[config.mk]
export PLATFORM = sky130hd
export DESIGN_NAME = eucjp_to_iso2022jp_encoder_core_flat
export DESIGN_NICKNAME = d
export VERILOG_FILES = /design/src/rtl/core/e2j_pkg.sv /design/src/rtl/core/e2j_if.sv /design/src/rtl/core/eucjp_to_iso2022jp_encoder_core.sv /design/src/rtl/core/e2j_front.sv /design/src/rtl/core/e2j_queue.sv /design/src/rtl/core/e2j_back.sv /design/src/flat_wrapper.sv
export SDC_FILE = /design/constraint.sdc
export NUM_CORES = 1
export LEC_CHECK = 0
export ABC_AREA = 1
export BUFFER_PORTS_ARGS = -buffer_cell sky130_fd_sc_hd__clkbuf_2
export CAP_MARGIN = 5
export CORE_AREA = 2 2 116 107
export CTS_BUF_LIST = sky130_fd_sc_hd__clkbuf_2
export CTS_CLUSTER_DIAMETER = 150
export CTS_CLUSTER_SIZE = 20
export DETAILED_ROUTE_END_ITERATION = 6
export DIE_AREA = 0 0 118 109
export GPL_ROUTABILITY_DRIVEN = 0
export HOLD_SLACK_MARGIN = 0.1
export PLACE_DENSITY = 0.68
export SLEW_MARGIN = 40
export SYNTH_ARGS = -nofsm -noshare
export SYNTH_HDL_FRONTEND = slang
export SYNTH_SLANG_ARGS = --single-unit
export TNS_END_PERCENT = 30
[constraint.sdc]
create_clock -name clk_i -period 9.5 [get_ports clk_i]
set_clock_uncertainty 0.1 [all_clocks]
set_input_delay 1.425 -clock clk_i [delete_from_list [all_inputs] [get_ports clk_i]]
set_output_delay 1.425 -clock clk_i [all_outputs]
set_load 0.03 [all_outputs]
[src/rtl/core/e2j_pkg.sv]
`timescale 1ns / 1ps
// EUC-JP to ISO-2022-JP encoder: shared types, codes and the escape table.
// No dependencies; used by the top level, front, queue and back.

package e2j_pkg;

  // Operation codes on the input channel
  localparam logic OpData  = 1'b0;
  localparam logic OpFlush = 1'b1;

  // Result status codes
  localparam logic [1:0] StatByte       = 2'd0;
  localparam logic [1:0] StatIllegal    = 2'd1;
  localparam logic [1:0] StatIncomplete = 2'd2;

  // Designated character sets
  localparam logic [1:0] SetRoman = 2'd0;
  localparam logic [1:0] SetX0208 = 2'd1;
  localparam logic [1:0] SetKana  = 2'd2;
  localparam logic [1:0] SetX0212 = 2'd3;

  // Pending multi-byte character kinds
  localparam logic [1:0] PendNone  = 2'd0;
  localparam logic [1:0] PendX0208 = 2'd1;
  localparam logic [1:0] PendSs2   = 2'd2;
  localparam logic [1:0] PendSs3   = 2'd3;

  localparam logic [6:0] EscCode = 7'h1B;

  localparam int unsigned QueueDepth = 4;

  // One command from the front to the back: an optional status beat, an
  // optional escape and up to two character bytes, sent in that order.
  typedef struct packed {
    logic       stat_en;
    logic [1:0] stat;
    logic       esc_en;
    logic [1:0] esc_set;
    logic [1:0] n_data;
    logic [6:0] d0;
    logic [6:0] d1;
  } cmd_t;

  typedef struct packed {
    logic full;
    logic empty;
  } queue_status_t;

  function automatic logic [2:0] esc_len(input logic [1:0] set);
    return (set == SetX0212) ? 3'd4 : 3'd3;
  endfunction

  // Byte j of the escape sequence that designates the given set
  function automatic logic [6:0] esc_byte(input logic [1:0] set, input logic [1:0] j);
    logic [6:0] b;
    b = EscCode;
    unique case (j)
      2'd0: b = EscCode;
      2'd1: b = (set == SetX0208 || set == SetX0212) ? 7'h24 : 7'h28;
      2'd2: begin
        unique case (set)
          SetRoman: b = 7'h4A;
          SetX0208: b = 7'h42;
          SetKana:  b = 7'h49;
          default:  b = 7'h28;
        endcase
      end
      default: b = 7'h44;
    endcase
    return b;
  endfunction

endpackage

[src/rtl/core/e2j_if.sv]
`timescale 1ns / 1ps
// Valid/ready channel interfaces for the encoder's input and output beats.
// No dependencies.

interface e2j_in_if;
  logic       valid;
  logic       ready;
  logic       operation;
  logic [7:0] data_byte;

  modport source (output valid, output operation, output data_byte, input ready);
  modport sink   (input valid, input operation, input data_byte, output ready);
endinterface

interface e2j_out_if;
  logic       valid;
  logic       ready;
  logic [6:0] out_byte;
  logic [1:0] status;
  logic       last;

  modport source (output valid, output out_byte, output status, output last, input ready);
  modport sink   (input valid, input out_byte, input status, input last, output ready);
endinterface

[src/rtl/core/eucjp_to_iso2022jp_encoder_core.sv]
`timescale 1ns / 1ps
// EUC-JP to ISO-2022-JP encoder, top level.
// Depends on e2j_pkg, e2j_if, e2j_front, e2j_queue and e2j_back.
//
//   Channel | Dir | Beat payload               | Handshake
//   in_i    | in  | operation, data_byte       | valid/ready
//   out_o   | out | out_byte, status, last     | valid/ready
//
// The front takes one input beat per cycle while the command queue has room.
// The back sends one result beat per cycle while out_o is ready: a command gives
// one beat per result (up to six for an escape followed by a double-byte
// character), so the sustained input rate follows each character's result count.
// A result passes through the command queue and the back's output register
// before it is on out_o.
// Reset (rst_ni low, asynchronous) returns to the Roman set with nothing pending.
// A stalled output holds its beat; the queue lets input flow meanwhile.

module eucjp_to_iso2022jp_encoder_core #(
  parameter int unsigned QueueDepth = e2j_pkg::QueueDepth
) (
  input  logic      clk_i,
  input  logic      rst_ni,
  e2j_in_if.sink    in_i,
  e2j_out_if.source out_o
);

  logic                   push, pop;
  e2j_pkg::cmd_t          cmd, head;
  e2j_pkg::queue_status_t q_status;

  // Front: byte classification and the designated-set / pending-byte state.
  e2j_front u_front (
    .clk_i      (clk_i),
    .rst_ni     (rst_ni),
    .in_i       (in_i),
    .q_status_i (q_status),
    .push_o     (push),
    .cmd_o      (cmd)
  );

  // Decouples the two ends so an escape burst does not stall input at once.
  e2j_queue #(
    .Depth (QueueDepth)
  ) u_queue (
    .clk_i    (clk_i),
    .rst_ni   (rst_ni),
    .push_i   (push),
    .cmd_i    (cmd),
    .pop_i    (pop),
    .head_o   (head),
    .status_o (q_status)
  );

  // Back: status, escape and character beats, one per cycle while out_o is ready.
  e2j_back u_back (
    .clk_i        (clk_i),
    .rst_ni       (rst_ni),
    .head_i       (head),
    .head_valid_i (!q_status.empty),
    .pop_o        (pop),
    .out_o        (out_o)
  );

  // An illegal sequence is always the only result of its beat.
  a_illegal_last : assert property (@(posedge clk_i) disable iff (!rst_ni)
    (out_o.valid && out_o.status == e2j_pkg::StatIllegal) |-> out_o.last)
    else $error("illegal-sequence beat not marked last");

  // Status beats carry no byte.
  a_status_zero : assert property (@(posedge clk_i) disable iff (!rst_ni)
    (out_o.valid && out_o.status != e2j_pkg::StatByte) |-> (out_o.out_byte == 7'd0))
    else $error("status beat carries a byte");

  // A new output beat only follows a queued command.
  a_from_queue : assert property (@(posedge clk_i) disable iff (!rst_ni)
    $rose(out_o.valid) |-> $past(!q_status.empty))
    else $error("output beat without a queued command");

  // The queue never pops when empty.
  a_no_underflow : assert property (@(posedge clk_i) disable iff (!rst_ni)
    pop |-> !q_status.empty)
    else $error("queue popped while empty");

endmodule

[src/rtl/core/e2j_front.sv]
`timescale 1ns / 1ps
// Front end: accepts EUC-JP beats, tracks set and pending bytes, issues commands.
// Depends on e2j_pkg and e2j_in_if.

module e2j_front (
  input  logic                   clk_i,
  input  logic                   rst_ni,
  e2j_in_if.sink                 in_i,
  input  e2j_pkg::queue_status_t q_status_i,
  output logic                   push_o,
  output e2j_pkg::cmd_t          cmd_o
);

  logic [1:0] cur_set_q, cur_set_d;
  logic [1:0] pend_kind_q, pend_kind_d;
  logic       pend_cnt_q, pend_cnt_d;
  logic [6:0] held_q;
  logic       held_we;
  logic       accept;
  logic [7:0] b;
  logic       b_gr, b_kana;
  e2j_pkg::cmd_t cmd;

  assign in_i.ready = !q_status_i.full;
  assign accept     = in_i.valid && in_i.ready;
  assign b          = in_i.data_byte;
  assign b_gr       = (b >= 8'hA1) && (b <= 8'hFE);
  assign b_kana     = (b >= 8'hA1) && (b <= 8'hDF);

  always_comb begin
    cmd         = '0;
    cmd.d0      = b[6:0];
    cmd.d1      = b[6:0];
    cur_set_d   = cur_set_q;
    pend_kind_d = pend_kind_q;
    pend_cnt_d  = pend_cnt_q;
    held_we     = 1'b0;

    if (in_i.operation == e2j_pkg::OpFlush) begin
      cmd.stat_en = (pend_kind_q != e2j_pkg::PendNone);
      cmd.stat    = e2j_pkg::StatIncomplete;
      cmd.esc_en  = (cur_set_q != e2j_pkg::SetRoman);
      cmd.esc_set = e2j_pkg::SetRoman;
      cur_set_d   = e2j_pkg::SetRoman;
      pend_kind_d = e2j_pkg::PendNone;
      pend_cnt_d  = 1'b0;
    end else begin
      unique case (pend_kind_q)
        e2j_pkg::PendNone: begin
          if (!b[7]) begin
            cmd.esc_en  = (cur_set_q != e2j_pkg::SetRoman);
            cmd.esc_set = e2j_pkg::SetRoman;
            cmd.n_data  = 2'd1;
            cur_set_d   = e2j_pkg::SetRoman;
          end else if (b_gr) begin
            held_we     = 1'b1;
            pend_kind_d = e2j_pkg::PendX0208;
            pend_cnt_d  = 1'b1;
          end else if (b == 8'h8E) begin
            pend_kind_d = e2j_pkg::PendSs2;
          end else if (b == 8'h8F) begin
            pend_kind_d = e2j_pkg::PendSs3;
            pend_cnt_d  = 1'b0;
          end else begin
            cmd.stat_en = 1'b1;
            cmd.stat    = e2j_pkg::StatIllegal;
          end
        end
        e2j_pkg::PendX0208: begin
          if (b_gr) begin
            cmd.esc_en  = (cur_set_q != e2j_pkg::SetX0208);
            cmd.esc_set = e2j_pkg::SetX0208;
            cmd.n_data  = 2'd2;
            cmd.d0      = held_q;
            cur_set_d   = e2j_pkg::SetX0208;
          end else begin
            cmd.stat_en = 1'b1;
            cmd.stat    = e2j_pkg::StatIllegal;
          end
          pend_kind_d = e2j_pkg::PendNone;
          pend_cnt_d  = 1'b0;
        end
        e2j_pkg::PendSs2: begin
          if (b_kana) begin
            cmd.esc_en  = (cur_set_q != e2j_pkg::SetKana);
            cmd.esc_set = e2j_pkg::SetKana;
            cmd.n_data  = 2'd1;
            cur_set_d   = e2j_pkg::SetKana;
          end else begin
            cmd.stat_en = 1'b1;
            cmd.stat    = e2j_pkg::StatIllegal;
          end
          pend_kind_d = e2j_pkg::PendNone;
          pend_cnt_d  = 1'b0;
        end
        default: begin
          if (!b_gr) begin
            cmd.stat_en = 1'b1;
            cmd.stat    = e2j_pkg::StatIllegal;
            pend_kind_d = e2j_pkg::PendNone;
            pend_cnt_d  = 1'b0;
          end else if (!pend_cnt_q) begin
            held_we    = 1'b1;
            pend_cnt_d = 1'b1;
          end else begin
            cmd.esc_en  = (cur_set_q != e2j_pkg::SetX0212);
            cmd.esc_set = e2j_pkg::SetX0212;
            cmd.n_data  = 2'd2;
            cmd.d0      = held_q;
            cur_set_d   = e2j_pkg::SetX0212;
            pend_kind_d = e2j_pkg::PendNone;
            pend_cnt_d  = 1'b0;
          end
        end
      endcase
    end
  end

  // Beats that only start or continue a character leave nothing to send.
  assign push_o = accept && (cmd.stat_en || cmd.esc_en || (cmd.n_data != 2'd0));
  assign cmd_o  = cmd;

  always_ff @(posedge clk_i or negedge rst_ni) begin
    if (!rst_ni) begin
      cur_set_q   <= e2j_pkg::SetRoman;
      pend_kind_q <= e2j_pkg::PendNone;
      pend_cnt_q  <= 1'b0;
    end else if (accept) begin
      cur_set_q   <= cur_set_d;
      pend_kind_q <= pend_kind_d;
      pend_cnt_q  <= pend_cnt_d;
    end
  end

  always_ff @(posedge clk_i) begin
    if (accept && held_we) begin
      held_q <= b[6:0];
    end
  end

endmodule

[src/rtl/core/e2j_queue.sv]
`timescale 1ns / 1ps
// Command queue between front and back ends; push and pop in one cycle allowed.
// Depends on e2j_pkg.

module e2j_queue #(
  parameter int unsigned Depth = e2j_pkg::QueueDepth
) (
  input  logic                   clk_i,
  input  logic                   rst_ni,
  input  logic                   push_i,
  input  e2j_pkg::cmd_t          cmd_i,
  input  logic                   pop_i,
  output e2j_pkg::cmd_t          head_o,
  output e2j_pkg::queue_status_t status_o
);

  localparam int unsigned PtrW = (Depth > 1) ? $clog2(Depth) : 1;
  localparam int unsigned CntW = $clog2(Depth + 1);

  e2j_pkg::cmd_t mem_q [Depth];
  logic [PtrW-1:0] wr_q, rd_q;
  logic [CntW-1:0] cnt_q;

  function automatic logic [PtrW-1:0] wrap_inc(input logic [PtrW-1:0] p);
    return (p == PtrW'(Depth - 1)) ? '0 : p + 1'b1;
  endfunction

  assign status_o.full  = (cnt_q == CntW'(Depth));
  assign status_o.empty = (cnt_q == '0);
  assign head_o         = mem_q[rd_q];

  always_ff @(posedge clk_i or negedge rst_ni) begin
    if (!rst_ni) begin
      wr_q  <= '0;
      rd_q  <= '0;
      cnt_q <= '0;
    end else begin
      if (push_i) wr_q <= wrap_inc(wr_q);
      if (pop_i)  rd_q <= wrap_inc(rd_q);
      if (push_i && !pop_i)      cnt_q <= cnt_q + 1'b1;
      else if (pop_i && !push_i) cnt_q <= cnt_q - 1'b1;
    end
  end

  always_ff @(posedge clk_i) begin
    if (push_i) mem_q[wr_q] <= cmd_i;
  end

endmodule

[src/rtl/core/e2j_back.sv]
`timescale 1ns / 1ps
// Back end: expands each command into result beats behind an output register.
// Depends on e2j_pkg and e2j_out_if.

module e2j_back (
  input  logic          clk_i,
  input  logic          rst_ni,
  input  e2j_pkg::cmd_t head_i,
  input  logic          head_valid_i,
  output logic          pop_o,
  e2j_out_if.source     out_o
);

  logic [2:0] idx_q;
  logic [2:0] e_len, total, j, k;
  logic       advance, is_last;
  logic [6:0] byte_d, byte_q;
  logic [1:0] stat_d, stat_q;
  logic       valid_q, last_q;

  assign e_len   = head_i.esc_en ? e2j_pkg::esc_len(head_i.esc_set) : 3'd0;
  assign total   = {2'b00, head_i.stat_en} + e_len + {1'b0, head_i.n_data};
  assign j       = idx_q - {2'b00, head_i.stat_en};
  assign k       = j - e_len;
  assign is_last = (idx_q == total - 3'd1);
  assign advance = head_valid_i && (!valid_q || out_o.ready);
  assign pop_o   = advance && is_last;

  always_comb begin
    stat_d = e2j_pkg::StatByte;
    byte_d = '0;
    if (head_i.stat_en && (idx_q == 3'd0)) begin
      stat_d = head_i.stat;
    end else if (j < e_len) begin
      byte_d = e2j_pkg::esc_byte(head_i.esc_set, j[1:0]);
    end else begin
      byte_d = k[0] ? head_i.d1 : head_i.d0;
    end
  end

  always_ff @(posedge clk_i or negedge rst_ni) begin
    if (!rst_ni) begin
      idx_q   <= '0;
      valid_q <= 1'b0;
    end else if (advance) begin
      idx_q   <= is_last ? 3'd0 : idx_q + 3'd1;
      valid_q <= 1'b1;
    end else if (out_o.ready) begin
      valid_q <= 1'b0;
    end
  end

  always_ff @(posedge clk_i) begin
    if (advance) begin
      byte_q <= byte_d;
      stat_q <= stat_d;
      last_q <= is_last;
    end
  end

  assign out_o.valid    = valid_q;
  assign out_o.out_byte = byte_q;
  assign out_o.status   = stat_q;
  assign out_o.last     = last_q;

endmodule
[src/flat_wrapper.sv]
// flat-port wrapper written by rule: the top's interface ports become plain ports
module eucjp_to_iso2022jp_encoder_core_flat 
#(
  parameter int unsigned QueueDepth = e2j_pkg::QueueDepth
)
  (clk_i, rst_ni, in_i_valid, in_i_operation, in_i_data_byte, in_i_ready, out_o_valid, out_o_out_byte, out_o_status, out_o_last, out_o_ready);
  e2j_in_if in_i_i ();
  e2j_out_if out_o_i ();
  input  logic clk_i;
  input  logic rst_ni;
  input wire logic [$bits(in_i_i.valid)-1:0] in_i_valid;
  input wire logic [$bits(in_i_i.operation)-1:0] in_i_operation;
  input wire logic [$bits(in_i_i.data_byte)-1:0] in_i_data_byte;
  output wire logic [$bits(in_i_i.ready)-1:0] in_i_ready;
  output wire logic [$bits(out_o_i.valid)-1:0] out_o_valid;
  output wire logic [$bits(out_o_i.out_byte)-1:0] out_o_out_byte;
  output wire logic [$bits(out_o_i.status)-1:0] out_o_status;
  output wire logic [$bits(out_o_i.last)-1:0] out_o_last;
  input wire logic [$bits(out_o_i.ready)-1:0] out_o_ready;
  assign in_i_i.valid = in_i_valid;
  assign in_i_i.operation = in_i_operation;
  assign in_i_i.data_byte = in_i_data_byte;
  assign in_i_ready = in_i_i.ready;
  assign out_o_valid = out_o_i.valid;
  assign out_o_out_byte = out_o_i.out_byte;
  assign out_o_status = out_o_i.status;
  assign out_o_last = out_o_i.last;
  assign out_o_i.ready = out_o_ready;
  eucjp_to_iso2022jp_encoder_core #(.QueueDepth(QueueDepth)) u_core (.clk_i(clk_i), .rst_ni(rst_ni), .in_i(in_i_i), .out_o(out_o_i));
endmodule
==> metrics.txt <==
syn_area_per_cell between 10 and 15 um^2; syn_nets 581; port buffer count 24; register area share after synthesis 60.1%; min cycle time layout 4830 ps; via density per instance 5.39; residual DRC count 0; Finish-stage setup viols 0; register area 0.00343 mm^2; number of global-route vias before repair 3828; CTS buffer count 17; Lkg Pwr 0.00253 uW; Crit path required time 9920 ps; post-layout util between 50% and 60%; top_reg_cell synth edfxtp_1; outcome complete, no violations; Max Cap Viol 0; first-pass GRT wire length 18900 um; Boundary Pins 25; PostCTS Resize Cnt 0; met2 usage 31.4%; Area growth syn-to-layout 10.3%; total iterations of the first detailed-routing run 5; post-detailed-route count of antenna-violating nets 0; Worst-Skew Late Latency between 600 and 700 ps; layout cell share with drive strength beyond 1 between 10 and 15%; CTS Root Cell clkbuf_2; Initial DRC Count 223; Worst Hold Class register to register; Synth async-reset ratio 13.7%; Max Slew Vio Count 0; fill cell count just over 1000; Antenna Cells 0; Synth Instances ~550; Ys Warns 0; full die area between 0.01 and 0.015 mm^2; fin nets between 600 and 700; area of the multi-input gates 0.00198 mm^2; effective utilization at floorplan 48.6%; Die X 118 um; fin crit share 50.8%; crit path max-delay cell type dfrtp_1; Post-CTS Setup Inserts 0; layer with the highest usage met2; most frequent cells in the layout edfxtp_1 (101), nand2_1 (79), o21ai_0 (62); Crit path largest cell delay approximately 900 ps; final hold viol count 0; H-tree level count 4; crit-path cells inv_2, nand3_1, nand2_1, nor2_2, a21oi_1, inv_1, ha_1, inv_1, ha_1, inv_1, fa_1, xnor2_1, xor2_1, xor2_1, nand2_2, clkinv_2, nand2_4, ha_1, inv_1, fa_1, a21oi_1, o21ai_0, xor2_1; CP Class register to register; post-synthesis register bit count between 100 and 150; vias 4034; core area 0.0117 mm^2; CP endpoint kind register; Synth Cell Area about 0.0057 mm^2; Tightest Pin Transition just over 800 ps; crit path DAT 5250 ps; total gr overflow 0; Netlist cell types 40; DRT Wirelength 11900 um; relative slew slack 46.4%; Num Clock Sinks 117; Critical Path Most Common Cell inv_1; clk buf depth 2; setup TNS 0 ps; maximum clock frequency around 0.21 GHz; Clk pin slew, worst setup/hold paths 170 ps; chip height approximately 110 um; WL/cell about 16 um; met1 Use GR around a quarter; GRT Util Overall 19.3%; row count 38; post-cts hold buffer count 0; initial antenna violation count 0; power density over the cells about 380 mW/mm^2; Peak VDD IR between 0.15 and 0.2 mV; largest net degree at the start of global routing 48; CTS tree done; EDFF count, synth a little over 100; Worst Path Max Fanout 24; commonest non-fill, non-tap cell in the layout edfxtp_1; hpwl dp 8010 um; Pwr Total between 2000 and 2500 uW; Worst setup SP type register; RSZ-0062 raised after global routing no; grt met3 use ~6.0%
==> final timing paths <==
| kind | startpoint | to | slack [ps] | depth (start not counted) |
|---|---|---|---|---|
| worst max-delay path | u_core.u_queue.rd_q[1] | u_core.u_queue.cnt_q[2] | 4670 | 23 |
| worst min-delay path | u_core.u_queue.cnt_q[0] | u_core.u_queue.cnt_q[0] | 450 | 1 |
| worst max register to register | u_core.u_queue.rd_q[1] | u_core.u_queue.cnt_q[2] | 4670 | 23 |
| worst min register to register | u_core.u_queue.cnt_q[0] | u_core.u_queue.cnt_q[0] | 450 | 1 |
| max in group asynchronous | rst_ni | u_core.u_back.idx_q[0] | 8390 | 1 |
| min in group asynchronous | rst_ni | u_core.u_front.pend_kind_q[0] | 580 | 1 |
==> flip-flops by register name, summed over array words and instances, names as in the netlist, 2 cells and up <==
register,cells
u_core.u_back.idx_q,3
u_core.u_queue.wr_q,2
u_core.u_front.pend_kind_q,2
u_core.u_back.out_o.out_byte,7
u_core.u_back.out_o.status,2
u_core.u_front.held_q,7
u_core.u_front.cur_set_q,2
u_core.u_queue.mem_q,84
u_core.u_queue.rd_q,2
u_core.u_queue.cnt_q,3
==> cell type report <==
class	count	area share, %
multi-input cells	353	31.5
well taps	160	3.18
clock buffers	21	1.67
repair buffers	28	2.38
flip-flops and latches	117	54.5
inverters	59	3.54
clock inverters	10	3.24
==> synthesized netlist by cell type (3+ instances only) <==
library cell	number	area, um^2
edfxtp_1	101	3030
nand2_1	79	297
nor2_1	62	233
o21ai_0	62	310
inv_1	53	199
nand3_1	31	155
a21oi_1	23	115
ha_1	20	250
dfrtp_1	16	400
o22ai_1	11	68.8
o211ai_1	9	67.6
clkbuf_1	7	26.3
nand2_2	7	43.8
o221ai_1	7	61.3
buf_2	6	30.0
xor2_1	5	43.8
nand2_4	4	45.0
nand4_1	4	25.0
or2_2	4	25.0
inv_2	3	11.3
nor2_2	3	18.8
xnor2_1	3	26.3
==> per-stage QoR <==
step | cell area, um^2 | hold slack, ps | cells | setup WS (ps)
global route | 6300 | 494 | 748 | 4200
CTS | 6300 | 449 | 748 | 4680
global placement | 5980 | 418 | 717 | 4940
floorplan | 5710 | 391 | 546 | 5660
finish | 6300 | 451 | 748 | 4670
detailed placement | 5990 | 420 | 717 | 4710
==> cells by family (layout without fill, tap and decap cells) <==
| family | Yosys count | count (layout) | synth area share [%] |
|---|---|---|---|
| AND/OR/NAND/NOR | 202 | 202 | 15.8 |
| AO/OA/AOI/OAI | 121 | 121 | 12.2 |
| flip-flops | 117 | 117 | 60.1 |
| buffers and inverters | 76 | 118 | 5.54 |
| adder cells (fa/ha/maj) | 22 | 22 | 5.08 |
| XOR/XNOR | 8 | 8 | 1.23 |
==> metal layers <==
layer | share of wire [%] | wire (um) | up-vias
li1 | - | - | 1974
met1 | 47 | 5560 | 1913
met2 | 47 | 5620 | 130
met3 | 5.2 | 618 | 17
met4 | 1.0 | 119 | 0
met5 | 0 | 0 | -
==> power by group <==
part	leakage, uW	switching (uW)	internal (uW)
logic	0.00121	761	383
clock network	0.000179	181	227
registers	0.00113	64.1	753
total	0.00253	1010	1360
==> critical path, delay by kind of cell (launching register included) <==
kind / cells / cell delay, ps
AO/OA/AOI/OAI: 3 / 340
XOR/XNOR: 4 / 680
AND/OR/NAND/NOR: 5 / 680
buffers and inverters: 6 / 740
flip-flops: 1 / 900
adder cells (fa/ha/maj): 5 / 1270
(Power assumes the default switching activity.)
